--- config.mk ---
export PLATFORM = sky130hd
export DESIGN_NAME = sti_locate
export DESIGN_NICKNAME = d
export VERILOG_FILES = /design/src/hdl/sti_pkg.sv /design/src/hdl/sti_locate.sv
export SDC_FILE = /design/constraint.sdc
export NUM_CORES = 1
export LEC_CHECK = 0
export ABC_CLOCK_PERIOD_IN_PS = 3050
export BUFFER_PORTS_ARGS = -buffer_cell sky130_fd_sc_hd__clkbuf_2
export CAP_MARGIN = 25
export CORE_ASPECT_RATIO = 1.4
export CORE_MARGIN = 8
export CORE_UTILIZATION = 38
export DETAILED_ROUTE_END_ITERATION = 10
export GPL_ROUTABILITY_DRIVEN = 0
export PLACE_DENSITY = 0.81
export SYNTH_ARGS = -nofsm -noshare
export SYNTH_HDL_FRONTEND = slang
export SYNTH_SLANG_ARGS = --single-unit
--- constraint.sdc ---
create_clock -name vclk -period 3.05
set_clock_uncertainty 0.1 [all_clocks]
set_input_delay 0.61 -clock vclk [all_inputs]
set_output_delay 0.61 -clock vclk [all_outputs]
set_load 0.005 [all_outputs]
--- src/hdl/sti_pkg.sv ---
// Shared types and defaults for the sorted key table.
// Used by sti_cell, sti_locate and sorted_table_insert_search; no dependencies.
`timescale 1ns / 1ps

package sti_pkg;

  localparam int DEPTH_DEFAULT     = 64;
  localparam int KEY_WIDTH_DEFAULT = 32;

  typedef enum logic [1:0] {
    CMD_LOOKUP  = 2'd0,
    CMD_INSERT  = 2'd1,
    CMD_FIND_GE = 2'd2,
    CMD_DELETE  = 2'd3
  } cmd_t;

  typedef enum logic [1:0] {
    ST_OK        = 2'd0,
    ST_NOT_FOUND = 2'd1,
    ST_FULL      = 2'd2,
    ST_RANGE     = 2'd3
  } status_t;

  typedef enum logic [1:0] {
    S_IDLE,
    S_CMP,
    S_RES
  } state_t;

  // Shared control driven from the sequencer into every cell.
  typedef struct packed {
    logic load_flags;
    logic do_ins;
    logic do_del;
  } cell_ctrl_t;

endpackage

--- src/hdl/sti_locate.sv ---
// Finds the lowest slot whose flag is set, gives its index, the hit flag
// and the mask of slots at or above it. Depends on sti_pkg only for DEPTH_DEFAULT.
`timescale 1ns / 1ps

module sti_locate #(
  parameter int DEPTH = sti_pkg::DEPTH_DEFAULT,
  parameter int CW    = $clog2(DEPTH + 1)
) (
  input  logic [DEPTH-1:0] not_below,
  input  logic [DEPTH-1:0] equal,
  output logic [CW-1:0]    position,
  output logic             hit,
  output logic [DEPTH-1:0] ge_mask
);

  logic [DEPTH-1:0] minus_one, onehot, low;
  logic [CW-1:0]    enc;

  assign minus_one = not_below - {{(DEPTH-1){1'b0}}, 1'b1};
  assign onehot    = not_below & ~minus_one;
  assign low       = ~not_below & minus_one;
  assign ge_mask   = ~low;
  assign hit       = |(onehot & equal);

  always_comb begin
    enc = '0;
    for (int i = 0; i < DEPTH; i++) begin
      if (onehot[i]) begin
        enc = enc | CW'(i);
      end
    end
  end

  // No flag set means every slot is full and below the key.
  assign position = (|not_below) ? enc : CW'(DEPTH);

endmodule
; ---- After elaboration in Yosys (flattened, before gate mapping)
; Cells that the tools add are included.
[totals]
out_inout_bits = 72
in_bits = 128
ff_bits = 0
[op_classes]
addsub = 1
n_mux = 64
n_bitwise = 6
reduce_logical = 2
[ops]
columns = op, count
row1 = bitwise AND 64 bit, 3
row2 = two-way mux 6 bit, 32
row3 = NOT 64 bit, 3
row4 = OR reduction 64 bit, 2
row5 = two-way mux 5 bit, 16
row6 = "subtractor 64 x 1 -> 64 bit, second input constant", 1
row7 = two-way mux 4 bit, 8
row8 = two-way mux 3 bit, 4
row9 = two-way mux 7 bit, 1
row10 = two-way mux 2 bit, 2
row11 = two-way mux 1 bit, 1

; ---- Logic depth before layout (Yosys ltp)
[logic_depth]
word_depth = 67
depth_mapped = 13
depth_no_buf = 12

; ---- Worst setup path before layout
; Ideal clock, no wire load.
[synth_path]
kind = in2out
startpoint = input not_below[58]
endpoint = output position[5]
arrival_time_ns = 2.575
path_stages = 9
setup_slack_ns = -0.235
path_cell_list = or3_1 -> or4_1 -> or4_4 -> nor2_4 -> inv_2 -> nor4_4 -> a311o_1 -> nor4_1 -> nand4_1
[synth_between]
elab_chain_cells = 10
[synth_lines]
columns = element, line
row1 = "start, declared", sti_locate.sv:9  ; input logic [DEPTH-1:0] not_below,
row2 = subtractor 64 x 1 -> 64 bit, sti_locate.sv:19  ; assign minus_one = not_below - {{(DEPTH-1){1'b0}}, 1'b1};
row3 = NOT 64 bit, sti_locate.sv:20  ; assign onehot = not_below & ~minus_one;
row4 = bitwise AND 64 bit, sti_locate.sv:20
row5 = two-way mux 6 bit (6 in series), sti_locate.sv:28  ; if (onehot[i]) begin
row6 = two-way mux 7 bit (*), sti_locate.sv:35  ; assign position = (|not_below) ? enc : CW'(DEPTH);
row7 = "end, declared", sti_locate.sv:11  ; output logic [CW-1:0] position,
; Mark *: on every way between the ends. The rest lies on a longest branch, timed or not.

; ---- Worst setup path after layout
[layout_path]
startpoint = input not_below[56]
endpoint = output position[6]
[layout_between]
elab_chain_cells = 2
[layout_lines]
columns = element, line
row1 = OR reduction 64 bit, sti_locate.sv:35
row2 = two-way mux 7 bit, sti_locate.sv:35
; No other way between the ends.

==> out/qor.txt <==
status - finished with violations
failing checks - DRC, setup timing
Pre-antenna DRT Iters - 11
final WL - 21900 µm
crit path launch type - primary input
vias per inst - 6.86
Placed Cells - 856
library cells used by synthesis - 62
Worst Max-Slew Pin Slew - 0.559 ns
core box area - 0.00625 mm²
Post-CTS Hold Fix Bufs - 0
RSZ-0062 raised after global routing - true
Slew HR - 62.4%
HP Class - primary input to output port
vias in the first global route - 6004
HPWL Detailed - 14900 µm
ANT cells - 0
synthesized area per cell - 6.08 µm²
Residual DRC - 111
PortBufs - 200
initial antenna violation count - 1
Synth top cells by count - nand2_1, nor2_1, inv_1
Mapped Nets - 532
post-DR wirelength/cell - 25.0 µm
Finished Layout Cells - 879
Seq cells - 0
layout cells sized above 1 - 59.1%
VDD IR max - 0.0000692 V
ANT nets after route - 0
Die ar. - 0.00932 mm²
max cap viols - 0
Slew Limit Fails - 0
GRT Util Overall - 39.6%
LEAKAGE - 2.77 nW
Warnings, synthesis - 0
first-pass GRT wire length - 30600 µm
nets - 937
I/O pin count - 200
data required time of the worst path - 2.34 ns
critical path start-end classification - primary input to output port
Mapped Area - 0.00245 mm²
register area share after synthesis - 0%
worst-path maximum fanout - 3
Synth top area share - 9.79%
most numerous cell in the Yosys netlist - nand2_1
P per Cell Area - 72.4 mW/mm²
Hold Vio Cnt, Final - 0
chip height - 111 µm
storage element area - 0 µm²
final setup vio count - 33
Final Critical Period - 3.74 ns
GRT Residual Overflow - 0
largest net degree at the start of global routing - 9
crit path DAT - 3.03 ns
Synth area leaders - nand2_1, nor4_4, nor2_1
CLK BUF - 0
crit path capture type - output port
FP Rows - 34
fin crit share - 122%
initial DRC count - 1082
Syn Inst Count - 404
fmax - 268 MHz
Initial Util - 39.3%
Final Worst Setup Slack - -0.686 ns
leading area contributor after synthesis - nand2_1
via count - 6027
worst slack, placed - -0.586 ns
Die W - 83.9 µm
Synth-to-Final Area Change - 124%
-- metal layers --
metal,global-route usage [%],routed length (µm)
met3,15.0,3130
met1,40.3,6300
met5,0,61
met4,29.6,2580
met2,64.3,9860
-- cell families (layout without fill, tap and decap cells) --
logic type             Yosys count  after routing  share of synthesized area, %
and+or+nand+nor                286            286                          70.8
AOI/OAI and AO/OA               73             73                          20.8
buffers and inverters           45            448                          8.36
-- worst max-delay path, stage by stage --
cell	delay, ns
buf_6	0.09
or3_4	0.37
or4_4	0.48
or4_4	0.55
nor2_4	0.17
inv_2	0.08
buf_6	0.12
or3_4	0.39
inv_2	0.07
buf_6	0.09
-- through the flow --
stage,setup TNS (ns),power (mW),utilization [%],cell area [µm²],hold WS [ns]
final,-10.44,0.398,87.8,5490,1.42
after floorplan,-1.38,0.0760,-,2470,1.20
after CTS,-6.26,0.350,81.7,5110,1.44
after global routing,-13.76,0.412,87.8,5490,1.44
after detailed placement,-7.12,0.341,78.7,4920,1.45
after global placement,-5.35,0.328,78.7,4920,1.45
-- cell usage in the layout, fill, tap and decap left out, types with 10 or more instances in the layout --
cell type	synthesis	layout
nor2_1	45	44
nand4_1	21	21
nand2_1	64	57
or3_1	15	13
nand3_1	28	26
inv_1	36	32
o21ai_0	18	16
nor4_1	13	10
and3_1	15	12
buf_4	1	183
buf_6	3	39
nor3_1	22	18
clkbuf_2	0	176
-- final cells by class --
cell class	instances	area [µm²]
fillers	272	762
multi-input cells	359	2450
repair buffers	407	2780
well taps	72	90.1
inverters	41	169
-- what timing repair did --
action | CTS | global route
pin swaps | 14 | 22
setup buffers | 11 | 20
endpoints found under the setup margin | 35 | 38
resized for setup | 36 | 75
-- final timing paths --
kind                 startpoint     endpoint  slack, ns  cells after the start
setup / recovery  not_below[56]  position[6]      -0.69                     10
hold / removal    not_below[12]  ge_mask[13]       1.42                      3
-- report_power, final --
part	total [mW]	internal, mW	leakage (nW)	switching, mW
Sequential	0	0	0	0
Combinational	0.398	0.188	2.77	0.209
Clock	0	0	0	0
Total	0.398	0.188	2.77	0.209
Power figures use the tool's default switching activity.
