[config.mk]
export PLATFORM = sky130hd
export DESIGN_NAME = sti_cell
export DESIGN_NICKNAME = d
export VERILOG_FILES = /design/src/hdl/sti_pkg.sv /design/src/hdl/sti_cell.sv
export SDC_FILE = /design/constraint.sdc
export NUM_CORES = 1
export LEC_CHECK = 0
export ABC_AREA = 0
export ABC_CLOCK_PERIOD_IN_PS = 4100
export BUFFER_PORTS_ARGS = -buffer_cell sky130_fd_sc_hd__buf_2
export CAP_MARGIN = 10
export CORE_MARGIN = 5
export CORE_UTILIZATION = 30
export DETAILED_ROUTE_END_ITERATION = 8
export SYNTH_ARGS = -nofsm -noshare
export SYNTH_HDL_FRONTEND = slang
export SYNTH_SLANG_ARGS = --single-unit
[constraint.sdc]
create_clock -name clk -period 4.1 [get_ports clk]
set_input_delay 0.41 -clock clk [delete_from_list [all_inputs] [get_ports clk]]
set_output_delay 0.41 -clock clk [all_outputs]
set_load 0.005 [all_outputs]
[src/hdl/sti_pkg.sv]
// Shared types and defaults for the sorted key table.
// Used by sti_cell, sti_locate and sorted_table_insert_search; no dependencies.
`timescale 1ns / 1ps

package sti_pkg;

  localparam int DEPTH_DEFAULT     = 64;
  localparam int KEY_WIDTH_DEFAULT = 32;

  typedef enum logic [1:0] {
    CMD_LOOKUP  = 2'd0,
    CMD_INSERT  = 2'd1,
    CMD_FIND_GE = 2'd2,
    CMD_DELETE  = 2'd3
  } cmd_t;

  typedef enum logic [1:0] {
    ST_OK        = 2'd0,
    ST_NOT_FOUND = 2'd1,
    ST_FULL      = 2'd2,
    ST_RANGE     = 2'd3
  } status_t;

  typedef enum logic [1:0] {
    S_IDLE,
    S_CMP,
    S_RES
  } state_t;

  // Shared control driven from the sequencer into every cell.
  typedef struct packed {
    logic load_flags;
    logic do_ins;
    logic do_del;
  } cell_ctrl_t;

endpackage

[src/hdl/sti_cell.sv]
// One table slot: holds an entry, compares it against the search key and
// shifts with its neighbors on insert and delete. Depends on sti_pkg.
`timescale 1ns / 1ps

module sti_cell #(
  parameter int KEY_WIDTH = sti_pkg::KEY_WIDTH_DEFAULT
) (
  input  logic                  clk,
  input  sti_pkg::cell_ctrl_t   ctrl,
  input  logic [KEY_WIDTH-1:0]  key,
  input  logic                  key_signed,
  input  logic                  slot_valid,
  input  logic                  del_sel,
  input  logic                  ge,
  input  logic                  ge_prev,
  input  logic [KEY_WIDTH-1:0]  prev_entry,
  input  logic [KEY_WIDTH-1:0]  next_entry,
  output logic [KEY_WIDTH-1:0]  entry,
  output logic                  not_below,
  output logic                  equal
);

  logic [KEY_WIDTH-1:0] entry_r, entry_nxt;
  logic                 not_below_r, equal_r;
  logic [KEY_WIDTH-1:0] sign_flip;
  logic                 below;

  // Flip the sign bit so a signed compare becomes an unsigned one.
  assign sign_flip = {key_signed, {(KEY_WIDTH-1){1'b0}}};
  assign below     = (entry_r ^ sign_flip) < (key ^ sign_flip);

  always_comb begin
    entry_nxt = entry_r;
    if (ctrl.do_del && del_sel) begin
      entry_nxt = next_entry;
    end else if (ctrl.do_ins && ge) begin
      entry_nxt = ge_prev ? prev_entry : key;
    end
  end

  always_ff @(posedge clk) begin
    entry_r <= entry_nxt;
    if (ctrl.load_flags) begin
      // Empty slots count as not below so the search stops at the fill level.
      not_below_r <= !slot_valid || !below;
      equal_r     <= slot_valid && (entry_r == key);
    end
  end

  assign entry     = entry_r;
  assign not_below = not_below_r;
  assign equal     = equal_r;

endmodule

# Word-level counts from Yosys, hierarchy flattened
# Cells that the tools add are included.
dict set report word_totals {
  out_inout_bits 34
  inputBits 105
  regBits 34
  elab_cells 17
}
dict set report classes {
  bitwise_logic 2
  n_mux 3
  reduce_logical 7
  order_cmp 1
  eq_ne 1
}
# operator count
set ops {}
lappend ops {{32-bit 2-to-1 mux} 3}
lappend ops {{32-bit XOR} 2}
lappend ops {{32-bit equality test} 1}
lappend ops {{32-bit less-than comparator} 1}
lappend ops {{1-bit logical AND} 3}
lappend ops {{1-bit logical NOT} 2}
lappend ops {{2-bit nonzero test} 1}
lappend ops {{1-bit logical OR} 1}

# Depth between registers and ports, before layout
# Gate-level depths: netlist of run 1.
dict set report depth {
  depth_word 4
  mapped_depth 7
}

# Least setup slack after synthesis of run 1
# OpenSTA, ideal clock, no wires.
dict set report synth_timing {
  path_type {input to register}
  startpoint {input ctrl[0] (netlist bit)}
  endpoint {register entry_r[0], in the netlist entry[0], enable pin}
  required_time_ns 3.712
  arrival_ns 1.687
  slack_ns 2.026
  stages 4
  n_path_buf 2
  cell_sequence {and2_1 -> buf_2 -> clkbuf_1 -> a21o_1}
}
dict set report synth_between {
  elab_chain_cells 2
}
# element line_no
set synth_rtl {}
lappend synth_rtl {{start, declared} sti_cell.sv:9} ;# input sti_pkg::cell_ctrl_t ctrl,
lappend synth_rtl {{1-bit logical AND} sti_cell.sv:34} ;# if (ctrl.do_del && del_sel) begin
lappend synth_rtl {{2-bit nonzero test (no source line)} --}
lappend synth_rtl {{end signal, assigned} sti_cell.sv:42} ;# entry_r <= entry_nxt;
lappend synth_rtl {{end, declared} sti_cell.sv:23} ;# logic [KEY_WIDTH-1:0] entry_r, entry_nxt;
# Every way passes these cells.
# A chain may end at the register's enable or synchronous reset.

# Worst setup path in the final report of run 1
dict set report layout_timing {
  startpoint {register entry_r[30], in the netlist entry[30]}
  endpoint {register not_below_r, in the netlist not_below, data pin}
}
dict set report layout_between {
  elab_chain_cells 4
}
# element line_no
set layout_rtl {}
lappend layout_rtl {{32-bit XOR} sti_cell.sv:30} ;# assign below = (entry_r ^ sign_flip) < (key ^ sign_flip);
lappend layout_rtl {{32-bit less-than comparator} sti_cell.sv:30}
lappend layout_rtl {{1-bit logical NOT} sti_cell.sv:45} ;# not_below_r <= !slot_valid || !below;
lappend layout_rtl {{1-bit logical OR} sti_cell.sv:45}
lappend layout_rtl {{end signal, assigned} sti_cell.sv:45}
lappend layout_rtl {{end, declared} sti_cell.sv:24} ;# logic not_below_r, equal_r;
# Every way passes these cells.

==> run summary, run 1 <==
DR WL/cell -> 13.6 um
critical-path cell list -> ha_1, nand4_2, nor4_2, o311ai_1, nand3_1
syn avg cell area -> 9.80 um^2
Primary FF master, synth -> edfxtp_1
Die Wd -> 102 um
Inserted Clock Buffers -> 5
Vias -> 2328
clock root buffer -> clkbuf_8
setup TNS -> 0 ps
routability cong. -> 0.730
GRT Overall Usage -> 12.8%
Commonest cells post-synth -> 35 x nand2_1, 34 x edfxtp_1, 33 x inv_1, 32 x mux2i_1, 31 x ha_1
Die Y -> 102 um
Synthesized Nets -> 396
Initial Util -> 30.8%
Critical Path AT -> 1920 ps
IO Port Bufs -> 138
Worst-Margin Slew -> 1020 ps
Post-synth EDFFs -> 34
Total Wirelength -> 6.83 mm
final setup fails -> 0
Max VDD drop -> 0.135 mV
hold crit path type -> primary input to flip-flop
htree depth -> 2
Clock Latency Late Sink -> 280 ps
Iter 0 DRT Violations -> 47
CP bufs+invs -> 0
first-pass GRT wire length -> 10.7 mm
Yosys reg bits -> 34
CP endpoint kind -> flip-flop
core box area -> 0.00826 mm^2
remaining antenna violation count -> 0
Max Fanout on Critical Path -> 3
Longest Clk Path Bufs -> 2
# IOs -> 139
share of cells above drive strength 1 -> 38.3%
WS Path Type -> flip-flop to flip-flop
Hold-fix buffers, CTS -> 0
Area after DPL -> 0.00334 mm^2
Sink Count -> 34
final instance area -> 0.00345 mm^2
Area growth syn-to-layout -> 35.3%
max_cap viols -> 0
Setup Buffers After CTS -> 0
nets -> 532
initial antenna violation count -> 0
CTS tree -> built
Pwr Density -> 303 mW/mm^2
type of origin of the critical path -> flip-flop
share of Yosys cell area claimed by the top area cell type -> 40.1%
1st-pass router iterations -> 4
vias in the first global route -> 2386
vias per cell -> 4.63
CP top delay family -> simple AND/OR/NAND/NOR gates
CTS clk-pin slew, worst paths -> 70 ps
Slew Limit Fails -> 0
Final Hold Vio Count -> 0
Netlist cell types -> 29
Leak -> 1.74 nW
slew margin rel. -> 32.0%
Yosys warnings -> 0
Cell Area, Synth -> 0.00255 mm^2
RSZ-0062 raised after global routing -> false
Setup Skew -> 6.63 ps
Seq/Total Area, Yosys -> 40.1%
f_max -> 0.565 GHz
Final Power -> 1.04 mW
# rows -> 33
DR DRC count -> 0
slowest cell on the critical path -> nor4_2
Synth async-reset ratio -> 0%
grt total ovfl -> 0
Syn Inst Count -> 260
max incr delay on CP -> 450 ps
Critical Path RT -> 4240 ps
Yosys top cell by area -> edfxtp_1
DIE AREA -> 0.0104 mm^2
Area contributors post-synth -> edfxtp_1 40%, ha_1 15%, mux2i_1 13%, o21ai_0 5.9%, nand2_1 5.2%
Post-CTS Resized -> 0
final period utilization -> 43.2%
pin count of the biggest net entering global routing -> 39
DP Wirelength -> 5.61 mm
status -> finished, final reports clean
most frequent cell after synthesis -> nand2_1
fin crit period -> 1770 ps
## routing by layer
metal	global-route usage, %	share of wire (%)
met5	0	0
met4	2.12	0.67
met3	4.23	9.7
met2	22.3	47
met1	15.7	42
## sequential cells by signal (all words and copies together) (netlist names)
register / cells
entry: 32
equal: 1
not_below: 1
## power breakdown
part           internal, mW  switching [mW]
logic                 0.141           0.142
registers             0.435          0.0228
clock network         0.182           0.120
## through the flow
step | setup WS [ps] | cells | utilization [%] | hold WS, ps
finish | 2330 | 503 | 41.7 | 353
detailed placement | 2140 | 494 | 40.4 | 643
global route | 2220 | 502 | 41.7 | 346
global placement | 2150 | 494 | 40.4 | 631
floorplan | 2030 | 260 | - | 522
CTS | 2240 | 502 | 41.7 | 343
## area by class of cell
| type | count | area, um^2 |
|---|---|---|
| timing repair buffer | 140 | 706 |
| tap | 105 | 131 |
| multi-input combinational | 182 | 1360 |
| sequential | 34 | 1020 |
| clock inverter | 1 | 30.0 |
| clock buffer | 7 | 76.3 |
| antenna | 1 | 2.50 |
| fill | 849 | 4810 |
| inverter | 33 | 124 |
## logic make-up (layout without fill, tap and decap cells)
logic type / Yosys count / in the layout / share of synthesized area (%)
muxes: 32 / 32 / 12.6
AOI/OAI and AO/OA: 60 / 60 / 13.2
and+or+nand+nor: 58 / 58 / 11.5
xor gates and xnor gates: 1 / 1 / 0.639
DFF: 34 / 34 / 40.1
other: 0 / 1 / 0
buffers and inverters: 44 / 181 / 6.73
adders and majority gates: 31 / 31 / 15.2
## layout by cell type, fill, tap and decap left out, drive strengths merged
cell type    n
o211ai       3
inv         33
o21a         3
a21oi       14
o21ai       32
ha          31
diode        1
nand4        8
xnor2        1
bufinv       1
nor2         2
nand2       35
mux2i       32
o31ai        1
and2         1
nor4         2
a211oi       1
nand4b       1
a21o         3
nand3        5
nor2b        2
and4         1
clkbuf       7
o311ai       1
nand2b       1
a21boi       2
edfxtp      34
buf        140
## worst register-to-register path, cell delays in order, from the launching register on
cell,delay (ps)
edfxtp_1,410
ha_1,320
nand4_2,150
nor4_2,450
o311ai_1,180
nand3_1,120
## final timing paths
path / startpoint / to / slack (ps) / cells past startpoint
worst min-delay path: ctrl[2] / equal$_DFFE_PP_ / 350 / 1
worst min register to register: entry[15]$_DFFE_PP_ / not_below$_DFFE_PP_ / 770 / 3
worst max-delay path: entry[30]$_DFFE_PP_ / not_below$_DFFE_PP_ / 2330 / 5
worst max register to register: entry[30]$_DFFE_PP_ / not_below$_DFFE_PP_ / 2330 / 5
Note: power is estimated with default switching activity, not from simulation.
==> run 2: changes to the inputs <==
ABC_CLOCK_PERIOD_IN_PS = 1800   (was 4100)
clock period = 1.8 ns   (was 4.1 ns; I/O delays follow)
==> run 2 against run 1 <==
Hold slack worse by 230 ps. Largest cell class unchanged. Maximum frequency grew 5.4%. Clock power up 80%. Sequential power rose by 130%. Sequential share of layout area down 0.20 points. Clock-buffer cell count shrank 1. Power up 120%. Non-clock buffer count is 3 higher. First-iteration DRC count down 11%. Flip-flop and latch count did not move. Cell count increased by 0.60%.
==> run summary, run 2 (synthesis gave the netlist of run 1 again) <==
Max Fanout on Critical Path -> 2 (-1)
Clock Latency Late Sink -> 280 ps (about the same)
DR WL/cell -> 13.7 um (+0.98%)
CTS clk-pin slew, worst paths -> 70 ps (about the same)
CTS tree -> built
Hold Slack -> 127 ps (-226 ps)
Die Y -> 102 um (unchanged)
status -> finished, final reports clean
Inserted Clock Buffers -> 5 (unchanged)
pin count of the biggest net entering global routing -> 33 (-15%)
CP endpoint kind -> flip-flop
Critical Path RT -> 1820 ps (-2420 ps)
Longest Clk Path Bufs -> 2 (unchanged)
Leak -> 1.75 nW (+0.75%)
Critical Path AT -> 1700 ps (-220 ps)
Die Wd -> 102 um (unchanged)
Total Wirelength -> 6.94 mm (+1.6%)
final period utilization -> 93.4% (+50 points)
fin crit period -> 1680 ps (-90.6 ps)
RSZ-0062 raised after global routing -> true
initial antenna violation count -> 1 (+1)
Place WS -> 122 ps (-2020 ps)
f_max -> 0.595 GHz (+5.4%)
final setup fails -> 0 (unchanged)
Slew Limit Fails -> 0 (unchanged)
Final Hold Vio Count -> 0 (unchanged)
share of cells above drive strength 1 -> 39.0% (+0.71 points)
max_cap viols -> 0 (unchanged)
1st-pass router iterations -> 4 (unchanged)
Sink Count -> 34 (unchanged)
Setup Skew -> 3.54 ps (-3.08 ps)
htree depth -> 2 (unchanged)
WS Path Type -> flip-flop to flip-flop
max reg flops -> 32 (unchanged)
hold crit path type -> primary input to flip-flop
commonest non-fill, non-tap cell in the layout -> buf_2
slew margin rel. -> 73.6% (+42 points)
Finished Layout Cells -> 506 (+0.60%)
DP Wirelength -> 5.67 mm (+0.96%)
Vias -> 2288 (-1.7%)
# rows -> 33 (unchanged)
nets -> 535 (+0.56%)
DR DRC count -> 0 (unchanged)
Final Power -> 2.25 mW (+120%)
Pwr Density -> 648 mW/mm^2 (+110%)
DIE AREA -> 0.0104 mm^2 (unchanged)
# IOs -> 139 (unchanged)
grt total ovfl -> 0 (unchanged)
vias per cell -> 4.52 (-2.3%)
routability cong. -> 0.730 (about the same)
Max VDD drop -> 0.292 mV (+120%)
core box area -> 0.00826 mm^2 (unchanged)
first-pass GRT wire length -> 10.9 mm (+1.7%)
clock root buffer -> clkbuf_8
fin worst setup slack -> 119 ps (-2210 ps)
remaining antenna violation count -> 0 (unchanged)
type of origin of the critical path -> flip-flop
IO Port Bufs -> 138 (unchanged)
vias in the first global route -> 2421 (+1.5%)
Iter 0 DRT Violations -> 42 (-11%)
number of instances in the placed design -> 497 (+0.61%)
Initial Util -> 30.8% (unchanged)
GRT Overall Usage -> 13.2% (+0.34 points)
final core utilization -> 42.0% (+0.29 points)
Worst-Margin Slew -> 396 ps (-624 ps)
Area growth syn-to-layout -> 36.2%
most frequent cells in the layout -> 138 x buf_2, 35 x nand2_1, 34 x edfxtp_1
==> run 2: changes by cell type in the layout (fill, tap and decap cells not counted) <==
cell       delta
a21o_1        -1
a21o_2        +1
buf_12        +2
buf_4         +1
bufinv_16     -1
clkbuf_1      -1
clkinv_1      +1
clkinv_2      +1
==> run 2: metal layers <==
metal	up-vias	wire [um]	GRT usage [%]
li1	1213	-	-
met1	987	2970	16.0
met2	80	3230	22.7
met3	6	694	4.51
met4	2	29	2.62
met5	-	14	0
==> run 2: final cells by class <==
class | instances | area [um^2]
antenna | 1 | 2.50
clock buffer | 6 | 72.6
clock inverter | 2 | 8.76
fill | 860 | 4790
inverter | 33 | 124
multi-input combinational | 182 | 1360
sequential | 34 | 1020
tap | 105 | 131
timing repair buffer | 143 | 753
==> run 2: power by group <==
| part | leakage (nW) | switching [mW] | internal [mW] | total (mW) |
|---|---|---|---|---|
| combinational | 1.38 | 0.333 | 0.332 | 0.665 |
| sequential | 0.328 | 0.0495 | 0.990 | 1.04 |
| clock | 0.0426 | 0.277 | 0.266 | 0.543 |
| total | 1.75 | 0.659 | 1.59 | 2.25 |
==> run 2: path summary, 6_finish.rpt <==
check | cells past startpoint | slack [ps] | endpoint | from
worst max-delay path | 6 | 120 | not_below$_DFFE_PP_ | entry[9]$_DFFE_PP_
worst min-delay path | 1 | 130 | equal$_DFFE_PP_ | ctrl[2]
worst max register to register | 6 | 120 | not_below$_DFFE_PP_ | entry[9]$_DFFE_PP_
worst min register to register | 3 | 780 | not_below$_DFFE_PP_ | entry[15]$_DFFE_PP_
==> run 2: critical path, cell delays in order (launching register included) <==
cell and delay [ps]:
edfxtp_1 390, ha_1 300, a21o_1 180, nand3_1 70, a21oi_1 60, o31ai_1 320
nand3_1 100
==> run 2: what timing repair did <==
| item | CTS | global route |
|---|---|---|
| buffers inserted | 0 | 0 |
| resized for setup | 0 | 0 |
| endpoints found under the setup margin | 0 | 1 |
| hold buffers | 0 | 0 |
==> run 2: stage by stage <==
stage | area, um^2 | TNS (ps)
2_1_floorplan | 2550 | 0
3_3_place_gp | 3390 | 0
3_5_place_dp | 3390 | 0
4_1_cts | 3470 | 0
5_1_grt | 3470 | -21.3
6_report | 3470 | 0
